--- config.mk ---
export PLATFORM = sky130hd
export DESIGN_NAME = kpf_divider
export DESIGN_NICKNAME = d
export VERILOG_FILES = /design/src/design/kpf_pkg.sv /design/src/design/kpf_divider.sv
export SDC_FILE = /design/constraint.sdc
export NUM_CORES = 1
export LEC_CHECK = 0
export BUFFER_PORTS_ARGS = -buffer_cell sky130_fd_sc_hd__buf_4
export CORE_ASPECT_RATIO = 0.5
export CORE_MARGIN = 2
export CORE_UTILIZATION = 50
export DETAILED_ROUTE_END_ITERATION = 6
export GPL_ROUTABILITY_DRIVEN = 0
export GPL_TIMING_DRIVEN = 0
export HOLD_SLACK_MARGIN = 0.15
export PLACE_DENSITY = 0.75
export SETUP_SLACK_MARGIN = 0.2
export SLEW_MARGIN = 0
export SYNTH_ARGS = -nofsm -noshare
export SYNTH_HDL_FRONTEND = slang
export SYNTH_SLANG_ARGS = --single-unit
--- constraint.sdc ---
create_clock -name clk_i -period 2.4 [get_ports clk_i]
set_clock_uncertainty 0.1 [all_clocks]
set_input_delay 0.12 -clock clk_i [delete_from_list [all_inputs] [get_ports clk_i]]
set_output_delay 0.12 -clock clk_i [all_outputs]
set_load 0.005 [all_outputs]
--- src/design/kpf_pkg.sv ---
`timescale 1ns / 1ps

package kpf_pkg;

  // Store geometry and window limits.
  localparam int MAX_WIDTH  = 256;
  localparam int MAX_HEIGHT = 256;
  localparam int MAX_RADIUS = 5;

  localparam int PIX_W   = 8;
  localparam int WORD_W  = 4 * PIX_W;
  localparam int COL_W   = $clog2(MAX_WIDTH);
  localparam int ROW_W   = $clog2(MAX_HEIGHT);
  localparam int ADDR_W  = COL_W + ROW_W;
  localparam int STORE_DEPTH = MAX_WIDTH * MAX_HEIGHT;

  // Configuration register widths.
  localparam int RAD_W = 3;
  localparam int DIM_W = 9;
  localparam int CFG_IDX_W  = 2;
  localparam int CFG_DATA_W = 9;

  // Configuration register indexes.
  localparam logic [CFG_IDX_W-1:0] CFG_RADIUS = 2'd0;
  localparam logic [CFG_IDX_W-1:0] CFG_WIDTH  = 2'd1;
  localparam logic [CFG_IDX_W-1:0] CFG_HEIGHT = 2'd2;

  localparam logic [RAD_W-1:0] RST_RADIUS = RAD_W'(1);
  localparam logic [DIM_W-1:0] RST_WIDTH  = DIM_W'(256);
  localparam logic [DIM_W-1:0] RST_HEIGHT = DIM_W'(256);

  // Quadrant arithmetic widths.
  localparam int SPAN_MAX = MAX_RADIUS + 1;
  localparam int CNT_MAX  = SPAN_MAX * SPAN_MAX;
  localparam int OFF_W    = $clog2(SPAN_MAX);
  localparam int CNT_W    = $clog2(CNT_MAX + 1);
  localparam int SUM_W    = $clog2(CNT_MAX * 255 + 1);
  localparam int SQ_W     = $clog2(CNT_MAX * 255 * 255 + 1);
  localparam int VAR_W    = SQ_W + 2;
  localparam int PROD_W   = PIX_W + SUM_W;
  localparam int COORD_W  = ((COL_W > ROW_W) ? COL_W : ROW_W) + 2;
  localparam int DIV_CNT_W = $clog2(SUM_W + 1);

  localparam int NUM_CH   = 3;
  localparam int CH_W     = 2;
  localparam int NUM_QUAD = 4;
  localparam int QUAD_W   = 2;

  typedef struct packed {
    logic              wr_en;
    logic              rd_en;
    logic [ADDR_W-1:0] addr;
    logic [WORD_W-1:0] wdata;
  } mem_req_t;

endpackage

--- src/design/kpf_divider.sv ---
`timescale 1ns / 1ps

// Restoring divider, one quotient bit per cycle.
module kpf_divider (
  input  logic                      clk_i,
  input  logic                      rst_ni,
  input  logic                      start_i,
  input  logic [kpf_pkg::SUM_W-1:0] dividend_i,
  input  logic [kpf_pkg::CNT_W-1:0] divisor_i,
  output logic                      done_o,
  output logic [kpf_pkg::SUM_W-1:0] quotient_o
);

  logic                          active_q;
  logic                          done_q;
  logic [kpf_pkg::DIV_CNT_W-1:0] cnt_q;
  logic [kpf_pkg::SUM_W-1:0]     quo_q;
  logic [kpf_pkg::CNT_W-1:0]     rem_q;
  logic [kpf_pkg::CNT_W-1:0]     div_q;
  logic [kpf_pkg::CNT_W:0]       trial;
  logic                          fits;
  logic [kpf_pkg::CNT_W:0]       rem_d;

  always_comb begin
    trial = {rem_q, quo_q[kpf_pkg::SUM_W-1]};
    fits  = (trial >= {1'b0, div_q});
    rem_d = fits ? (trial - {1'b0, div_q}) : trial;
  end

  always_ff @(posedge clk_i or negedge rst_ni) begin
    if (!rst_ni) begin
      active_q <= 1'b0;
      done_q   <= 1'b0;
      cnt_q    <= '0;
    end else if (start_i) begin
      active_q <= 1'b1;
      done_q   <= 1'b0;
      cnt_q    <= kpf_pkg::DIV_CNT_W'(kpf_pkg::SUM_W);
    end else if (active_q) begin
      cnt_q <= cnt_q - 1'b1;
      if (cnt_q == kpf_pkg::DIV_CNT_W'(1)) begin
        active_q <= 1'b0;
        done_q   <= 1'b1;
      end
    end else begin
      done_q <= 1'b0;
    end
  end

  always_ff @(posedge clk_i) begin
    if (start_i) begin
      quo_q <= dividend_i;
      rem_q <= '0;
      div_q <= divisor_i;
    end else if (active_q) begin
      quo_q <= {quo_q[kpf_pkg::SUM_W-2:0], fits};
      rem_q <= rem_d[kpf_pkg::CNT_W-1:0];
    end
  end

  assign done_o     = done_q;
  assign quotient_o = quo_q;

endmodule

==> metrics.md, run 1 <==
| Metric | Value |
|---|---|
| Status | finished clean |
| Root Driver | clkbuf_8 |
| Crit-path leading delay family | compound AO/OA/AOI/OAI gates |
| # H-tree levels | 2 |
| Wirelength per Cell | 15.8 um |
| Clock tree sinks | 32 |
| Mapped Nets | 170 |
| DP Wirelength | between 2000 and 2500 um |
| Number of synthesized flops with an enable pin | 20 |
| Max clock buf depth | 2 |
| MaxCap Viol Count | 0 |
| Starting density of the core | 0.536 |
| Fin. Hold Viols | 0 |
| Max Slew Vio Count | 0 |
| WP data required | ~2.5 ns |
| Row count | 14 |
| Leading area contributor after synthesis | edfxtp_1 |
| CP Data Arrival Time | 2.17 ns |
| Synth top area share | 0.364 |
| Synth unique cells | 36 |
| Pre-CTS worst setup slack | about 0.19 ns |
| Crit path capture type | flop |
| Largest net degree at the start of global routing | 15 |
| Critical path class | reg2reg |
| Most used DFF post-synth | edfxtp_1 |
| Critical-path top delay cell | edfxtp_1 |
| Commonest non-fill, non-tap cell in the layout | buf_4 |
| WP buf/inv | 2 |
| Critical Path Start Type | flop |
| Routed WL | about 3900 um |
| Worst hold path class | in2reg |
| Vias per cell | approximately 5.3 |
| Nets | about 240 |
| IO buf count | 37 |
| Antenna violations before repair | 0 |
| # diodes | 0 |
| Routed via count | approximately 1300 |
| Global-route wire length before repair | between 6000 and 7000 um |
| Vias in the first global route | about 1400 |
| Top post-synthesis cells by area | edfxtp_1 (36%), mux2_2 (10%), dfrtp_1 (9.1%), dfxtp_1 (7.3%), ha_1 (6.8%) |
| Pre-Repair DR Iteration Count | 4 |
| Most frequent cells in the layout | buf_4 (41), dlygate4sd3_1 (23), edfxtp_1 (20) |
| Tcrit/Tclk final | 0.877 |
| Slowest cell delay on critical path | about 0.38 ns |
| Sequential-to-total area share from yosys stat | 0.527 |
| I/O Pins | 38 |
| Gr usage total | 0.224 |
| Mean cell area of the mapped netlist | around 12 um^2 |
| FF-to-FF path depth | 8 |
| Die Y-Extent | around 45 um |
| Die area | between 3000 and 4000 um^2 |
| Min cycle time layout | roughly 2.1 ns |
| Least-Margin Pin Slew | about 0.50 ns |
| DR iter-0 viols | 61 |
| Synth Warn # | 0 |
| DRT antenna net count | 0 |
| Critical path cell sequence | inv_2, ha_4, a21o_1, a211o_1, a41o_1, buf_6, nor4bb_1, or3_1 |
| Finish-stage setup viols | 0 |
| Reg clk slew, reported paths | about 0.060 ns |
| CTS buffer count | 5 |
| WHS Path Cells | 3 |
| Worst relative slew slack | 0.663 |
| Stages on worst setup path | 8 |
| Worst-path fanout max | 5 |
| Core area | around 3000 um^2 |
| Clock latency on the worst-skew pair | just under 0.3 ns |
| Unrepaired setup endpoints after global routing | yes |
| Mapped cell area | about 1700 um^2 |
| Peak supply drop | roughly 0.55 mV |
| Share of cells above drive strength 1 | 0.335 |
| Ys async rst share | 0.188 |
| Die X | ~85 um |
| Power Density | 814 nW/um^2 |
| Synth Register Bits | 32 |
| Gr ovfl total | 0 |
| Fmax | ~0.48 GHz |
| CTS tree | built |
| Residual DRC | 0 |
| Post-Synthesis Cells | 137 |
| Setup WS post-layout | roughly 0.29 ns |
| Area grow syn2layout | 43.4% |
| Static Leak | roughly 0.0010 uW |
| Setup_tns | 0 ns |
-- what timing repair did --
action | in CTS | in global routing
pin swaps | 0 | 6
hold endpoints to repair | 32 | 0
setup buffers | 0 | 3
cloned | 0 | 1
endpoints found under the setup margin | 2 | 2
gates resized for setup | 1 | 3
hold buffers | 23 | 0
-- worst reg2reg max path, cell delays in order (launching register included) --
cell and delay (ns):
edfxtp_1 0.38, inv_2 0.08, ha_4 0.20, a21o_1 0.15, a211o_1 0.24, a41o_1 0.23
buf_6 0.14, nor4bb_1 0.13, or3_1 0.33
-- final timing paths --
check,slack (ns),startpoint,end
worst max-delay path,0.29,div_q[4]$_DFFE_PP_,rem_q[1]$_SDFFE_PP0P_
worst min-delay path,0.26,start_i,rem_q[1]$_SDFFE_PP0P_
worst max register to register,0.29,div_q[4]$_DFFE_PP_,rem_q[1]$_SDFFE_PP0P_
worst min register to register,0.42,rem_q[2]$_SDFFE_PP0P_,rem_q[2]$_SDFFE_PP0P_
max in group asynchronous,1.27,rst_ni,cnt_q[2]$_DFFE_PN0P_
min in group asynchronous,0.69,rst_ni,active_q$_DFF_PN0_
-- per-layer routing --
layer / track usage / vias to the layer above / wire (um)
li1: - / 632 / -
met1: 0.253 / 652 / 1710
met2: 0.391 / 36 / 1920
met3: 0.0821 / 11 / 225
met4: 0.108 / 0 / 85
met5: 0 / - / 0
-- flip-flops by register name, indices dropped and copies added (netlist names) --
name	cells
quotient_o	14
done_o	1
active_q	1
cnt_q	4
div_q	6
rem_q	6
-- power by group --
group / leakage, uW / switching [uW] / internal, uW
combinational: 0.000662 / 282 / 361
clock: 0.0000588 / 206 / 334
sequential: 0.000322 / 65.3 / 678
total: 0.00104 / 554 / 1370
-- kinds of logic (layout without fill, tap and decap cells) --
group	Yosys count	in the layout	synth area share
muxes	19	19	0.130
buffers and inverters	17	89	0.0432
adders and majority gates	10	10	0.0803
and+or+nand+nor	31	31	0.100
AOI/OAI and AO/OA	23	23	0.0932
DFF	32	32	0.527
xor gates and xnor gates	5	5	0.0265
-- layout make-up --
type / count / area [um^2]
Buffer: 6 / 30.0
Clock buffer: 6 / 82.6
Clock inverter: 2 / 33.8
Fill cell: 186 / 714
Inverter: 11 / 41.3
Multi-Input combinational cell: 88 / 722
Sequential cell: 32 / 871
Tap cell: 40 / 50.0
Timing Repair Buffer: 64 / 538
-- stage by stage --
step	cell area (um^2)	util	total power (uW)	hold slack (ns)	instances
global route	2370	0.768	2030	0.282	249
finish	2370	0.768	1930	0.264	249
floorplan	1650	-	1120	-0.276	137
detailed placement	1980	0.642	1290	-0.169	214
CTS	2340	0.759	1870	0.281	245
global placement	1980	0.642	1270	-0.170	214
-- synth_stat cells, drive strengths merged (2+ instances only) --
cell    count
nor2       12
a21oi       6
edfxtp     20
dfrtp       6
o21ai       5
nor3b       3
dfxtp       6
xor2        2
nand2b      4
a21o        2
xnor2       3
mux2i       3
buf         2
mux2       16
inv        11
nand2       4
clkbuf      4
ha          9
a211oi      5
Note: power is estimated with default switching activity, not from simulation.
==> inputs of run 2 (changes only) <==
- PLACE_DENSITY: 0.75 -> 0.79
- REMOVE_ABC_BUFFERS: unset -> 1
==> run 2 against run 1 <==
Wire length is 7.3% lower. Via count decreased by 5.6%. Worst setup slack lost 0.081 ns. First-iteration DRC count shrank 23%. Clock power shrank 3.9%. Flip-flop and latch count did not move. Core utilization shrank 1.3 points. Sequential share of layout area up 0.61 points. Worst hold slack got worse by 0.087 ns. Power is 1.7% lower. Combinational power is 1% lower. Non-clock buffer count fell by 9. Largest cell class unchanged.
==> metrics.md, run 2 (same netlist as run 1, synthesis figures left out) <==
| Metric | Value |
|---|---|
| Worst Hold Endpoint | rem_q[0]$_SDFFE_PP0P_ |
| Pre-CTS worst setup slack | 0.0798 ns (-0.111 ns) |
| Starting density of the core | 0.536 (unchanged) |
| Commonest non-fill, non-tap cell in the layout | buf_4 |
| FF-to-FF path depth | 7 (-1) |
| Tcrit/Tclk final | 0.911 (+0.0336) |
| Most frequent cells in the layout | buf_4 (39), dlygate4sd3_1 (22), edfxtp_1 (20) |
| Fill count | 183 (-1.6%) |
| Setup_tns | 0 ns (unchanged) |
| I/O Pins | 38 (unchanged) |
| Area grow syn2layout | 41.1% |
| Antenna violations before repair | 0 (unchanged) |
| DP Wirelength | 2070 um (-12%) |
| Residual DRC | 0 (unchanged) |
| Worst reg2reg path endpoint | quotient_o[0]$_DFFE_PP_ |
| Routed WL | 3660 um (-7.3%) |
| WHS Path Cells | 2 (-1) |
| Finish-stage setup viols | 0 (unchanged) |
| WP data required | 2.34 ns (-0.13 ns) |
| Reg clk slew, reported paths | 0.07 ns (about the same) |
| Share of cells above drive strength 1 | 0.348 (+0.0133) |
| Pre-Repair DR Iteration Count | 6 (+2) |
| # diodes | 0 (unchanged) |
| Fin. Hold Viols | 0 (unchanged) |
| Crit path capture type | flop |
| IO buf count | 37 (unchanged) |
| Sequential cell area | 871 um^2 (unchanged) |
| Critical Path Start Type | flop |
| DRT antenna net count | 0 (unchanged) |
| MaxCap Viol Count | 0 (unchanged) |
| Max clock buf depth | 2 (unchanged) |
| Routed via count | 1257 (-5.6%) |
| Static Leak | 0.00102 uW (-2.5%) |
| Worst relative slew slack | 0.533 (-0.130) |
| Worst hold path class | in2reg |
| Placed cells | 208 (-2.8%) |
| Min cycle time layout | 2.19 ns (+0.0807 ns) |
| Max FFs per register | 14 (unchanged) |
| Core area | 3080 um^2 (unchanged) |
| Die Y-Extent | 44.6 um (unchanged) |
| Vias in the first global route | 1237 (-11%) |
| Die area | 3810 um^2 (unchanged) |
| Worst-path fanout max | 6 (+1) |
| Critical path class | reg2reg |
| Root Driver | clkbuf_8 |
| CP Data Arrival Time | 2.13 ns (-0.04 ns) |
| Clock latency on the worst-skew pair | 0.29 ns (about the same) |
| Unrepaired setup endpoints after global routing | no |
| CTS tree | built |
| Gr ovfl total | 0 (unchanged) |
| Status | finished clean |
| Row count | 14 (unchanged) |
| Nets | 233 (-3.3%) |
| Clock tree sinks | 32 (unchanged) |
| # H-tree levels | 2 (unchanged) |
| R2r setup slk | 0.21 ns (-0.08 ns) |
| Peak supply drop | 0.854 mV (+56%) |
| CTS buffer count | 5 (unchanged) |
| RR Startpoint | div_q[4]$_DFFE_PP_ |
| DR iter-0 viols | 47 (-23%) |
| Post-route insts no fill | 241 (-3.2%) |
| Largest net degree at the start of global routing | 36 (+21) |
| Global-route wire length before repair | 5730 um (-9.5%) |
| Max Slew Vio Count | 0 (unchanged) |
| Hold Path Origin | start_i |
| Least-Margin Pin Slew | 0.700 ns (+0.202 ns) |
| Die X | 85.3 um (unchanged) |
| Power Density | 814 nW/um^2 (about the same) |
| Wirelength per Cell | 15.2 um (-4.2%) |
| Fmax | 0.458 GHz (-3.7%) |
| Total area of multi-input combinational cells | 747 um^2 (+3.5%) |
| Gr usage total | 0.203 (-0.0216) |
| Vias per cell | 5.22 (-2.4%) |
| Setup WS post-layout | 0.214 ns (-0.0807 ns) |
run 2: worst max path at each step:
| stage | start | endpoint | slack [ns] | cells after the start |
|---|---|---|---|---|
| 3_3_place_gp | quotient_o[13]$_DFFE_PP_ | rem_q[0]$_SDFFE_PP0P_ | 0.1 | 7 |
| 3_5_place_dp | quotient_o[13]$_DFFE_PP_ | rem_q[0]$_SDFFE_PP0P_ | 0.08 | 7 |
| 4_1_cts | quotient_o[13]$_DFFE_PP_ | rem_q[0]$_SDFFE_PP0P_ | 0.19 | 7 |
| 5_1_grt | div_q[4]$_DFFE_PP_ | rem_q[1]$_SDFFE_PP0P_ | 0.18 | 7 |
| 2_1_floorplan | div_q[4]$_DFFE_PP_ | rem_q[1]$_SDFFE_PP0P_ | 0.27 | 7 |
| 6_report | div_q[4]$_DFFE_PP_ | quotient_o[0]$_DFFE_PP_ | 0.21 | 7 |
run 2: stage by stage:
stage | utilization | power (uW) | cell area, um^2 | hold slack, ns
after floorplan | - | 1100 | 1620 | -0.276
after global placement | 0.632 | 1250 | 1950 | -0.170
after detailed placement | 0.632 | 1270 | 1950 | -0.170
after CTS | 0.746 | 1830 | 2300 | 0.184
after global routing | 0.756 | 1990 | 2330 | 0.197
final | 0.756 | 1900 | 2330 | 0.177
run 2: critical path, cell delays in order, from the launching register on:
cell	delay, ns
edfxtp_1	0.36
inv_1	0.10
ha_4	0.22
a21o_1	0.16
a211o_1	0.33
a41o_4	0.29
buf_4	0.14
mux2_2	0.25
run 2: area by class of cell:
class / instances / area share
sequential: 32 / 0.374
multi-input combinational: 89 / 0.321
timing repair buffer: 61 / 0.220
clock buffer: 6 / 0.0311
tap: 40 / 0.0215
inverter: 11 / 0.0177
clock inverter: 2 / 0.0150
run 2: power breakdown:
part | total (uW) | leakage (uW) | internal [uW] | switching, uW
sequential | 739 | 0.000322 | 678 | 60.4
combinational | 637 | 0.000639 | 352 | 285
clock | 520 | 0.0000552 | 308 | 212
run 2: timing repair:
action,4_1_cts,5_1_grt
setup buffers,0,2
hold buffers,22,0
endpoints found under the setup margin,6,4
pin swaps,1,1
gates cloned,0,1
gates resized for setup,3,3
endpoints found under the hold margin,26,0
run 2: routing by layer:
layer	share of wire	global-route usage
met3	0.041	0.0504
met5	0	0
met4	0.012	0.0698
met1	0.43	0.247
met2	0.52	0.363
==> inputs of run 3 (changes only) <==
- CTS_CLUSTER_DIAMETER: unset -> 150
- GPL_TIMING_DRIVEN: 0 -> 1
==> run 3 against run 2 <==
Critical path depth up 1. Highest routed layer unchanged. Maximum frequency up 0.94%. Clock power up 1%. Power up 3.2%. Sequential power about the same. Worst hold slack better by 0.019 ns. Worst setup slack better by 0.020 ns. Largest cell class unchanged.
==> metrics.md, run 3 (same netlist as run 1, synthesis figures left out) <==
| Metric | Value |
|---|---|
| Starting density of the core | 0.536 (unchanged) |
| Worst-path fanout max | 6 (unchanged) |
| Largest net degree at the start of global routing | 36 (unchanged) |
| Wirelength per Cell | 17.5 um (+16%) |
| DP Wirelength | 2280 um (+10%) |
| Die area | 3810 um^2 (unchanged) |
| CP Data Arrival Time | 2.20 ns (+0.07 ns) |
| Most frequent cells in the layout | buf_4 (38), dlygate4sd3_1 (22), edfxtp_1 (20) |
| Seq pwr share | 0.379 (-0.011) |
| IO buf count | 37 (unchanged) |
| Power Density | 833 nW/um^2 (+2.4%) |
| Pre-Repair DR Iteration Count | 4 (-2) |
| Global-route wire length before repair | 6580 um (+15%) |
| Fmax | 0.462 GHz (+0.94%) |
| Worst relative slew slack | 0.506 (-0.0265) |
| DRT antenna net count | 0 (unchanged) |
| Area grow syn2layout | 42.2% |
| Antenna violations before repair | 0 (unchanged) |
| Power Total | 1960 uW (+3.2%) |
| Status | finished clean |
| Tcrit/Tclk final | 0.902 (-0.00846) |
| Gr ovfl total | 0 (unchanged) |
| CTS tree | built |
| Fill count | 186 (+1.6%) |
| Vias in the first global route | 1382 (+12%) |
| Placed cells | 208 (unchanged) |
| Gr usage total | 0.237 (+0.0339) |
| Worst hold slack | 0.197 ns (+0.0194 ns) |
| Residual DRC | 0 (unchanged) |
| Clock latency on the worst-skew pair | 0.29 ns (about the same) |
| Unrepaired setup endpoints after global routing | yes |
| WP data required | 2.44 ns (+0.10 ns) |
| Die Y-Extent | 44.6 um (unchanged) |
| DR iter-0 viols | 41 (-13%) |
| Routed WL | 4210 um (+15%) |
| Row count | 14 (unchanged) |
| Sw frac | 0.306 (+0.0121) |
| Clock tree sinks | 32 (unchanged) |
| Nets | 232 (-0.43%) |
| Commonest non-fill, non-tap cell in the layout | buf_4 |
| Fin. Hold Viols | 0 (unchanged) |
| Setup_tns | 0 ns (unchanged) |
| Die X | 85.3 um (unchanged) |
| Post-route insts no fill | 240 (-0.41%) |
| I/O Pins | 38 (unchanged) |
| # diodes | 0 (unchanged) |
| # H-tree levels | 2 (unchanged) |
| Clock network fraction of design power | 0.269 (-0.005) |
| MaxCap Viol Count | 0 (unchanged) |
| Least-Margin Pin Slew | 0.740 ns (+0.0398 ns) |
| Min cycle time layout | 2.17 ns (-0.0203 ns) |
| Switch Pwr | 599 uW (+7.5%) |
| Share of cells above drive strength 1 | 0.365 (+0.0167) |
| Worst hold path class | in2reg |
| Internal | 1360 uW (+1.5%) |
| CTS buffer count | 5 (unchanged) |
| Combinational power share | 0.352 (+0.016) |
| Max Slew Vio Count | 0 (unchanged) |
| Finish-stage setup viols | 0 (unchanged) |
| Vias per cell | 5.57 (+6.7%) |
| Core area | 3080 um^2 (unchanged) |
| Critical Path Start Type | flop |
| Root Driver | clkbuf_8 |
| Reg clk slew, reported paths | 0.07 ns (about the same) |
| Critical path class | reg2reg |
| Crit path capture type | flop |
| Max clock buf depth | 2 (unchanged) |
| Max FFs per register | 14 (unchanged) |
| Routed via count | 1336 (+6.3%) |
| Static Leak | 0.00102 uW (about the same) |
| Peak supply drop | 0.431 mV (-50%) |
==> run 3: worst max-delay path, cell delays in order, from the launching register on <==
cell,delay (ns)
edfxtp_1,0.35
inv_1,0.09
ha_1,0.33
and2b_2,0.23
o21ai_1,0.17
a41o_4,0.29
buf_12,0.12
mux2i_1,0.24
a211oi_2,0.10
==> run 3: cell type report <==
type                       count  area, um^2  share of cell area
sequential                    32         871               0.371
multi-input combinational     88         749               0.319
timing repair buffer          61         526               0.224
clock buffer                   5        68.8              0.0293
tap                           40        50.0              0.0213
clock inverter                 3        42.5              0.0181
inverter                      11        41.3              0.0176
==> run 3: path summary, 6_finish.rpt <==
kind	startpoint	endpoint	slack, ns	depth (start not counted)
worst max-delay path	quotient_o[13]$_DFFE_PP_	rem_q[2]$_SDFFE_PP0P_	0.23	8
worst min-delay path	start_i	cnt_q[0]$_DFFE_PN0P_	0.20	2
worst max register to register	quotient_o[13]$_DFFE_PP_	rem_q[2]$_SDFFE_PP0P_	0.23	8
worst min register to register	rem_q[5]$_SDFFE_PP0P_	rem_q[5]$_SDFFE_PP0P_	0.40	2
max in group asynchronous	rst_ni	cnt_q[2]$_DFFE_PN0P_	1.27	3
min in group asynchronous	rst_ni	cnt_q[0]$_DFFE_PN0P_	0.68	3
==> run 3: power by group through the flow <==
stage	Sequential, uW	Combinational, uW	Clock [uW]
6_report	742	689	526
5_1_grt	750	741	563
4_1_cts	737	626	525
3_5_place_dp	745	532	0
3_3_place_gp	741	513	0
2_1_floorplan	735	361	0
==> run 3: per-layer routing <==
layer,wire length (um),GRT usage
met2,2150,0.416
met3,190,0.0653
met4,93,0.130
met1,1780,0.272
met5,0,0
==> run 3: stage by stage <==
step | cell area [um^2] | setup WS, ns | utilization
final | 2350 | 0.235 | 0.762
after global routing | 2350 | 0.177 | 0.762
after CTS | 2320 | 0.248 | 0.754
after detailed placement | 1950 | 0.100 | 0.632
after global placement | 1950 | 0.183 | 0.632
after floorplan | 1620 | 0.266 | -
==> run 3: what timing repair did <==
item | CTS | global route
hold buffers | 22 | 0
pin swaps | 0 | 3
gates resized for setup | 4 | 6
endpoints found under the setup margin | 3 | 5
endpoints found under the hold margin | 26 | 0
buffers inserted | 1 | 1
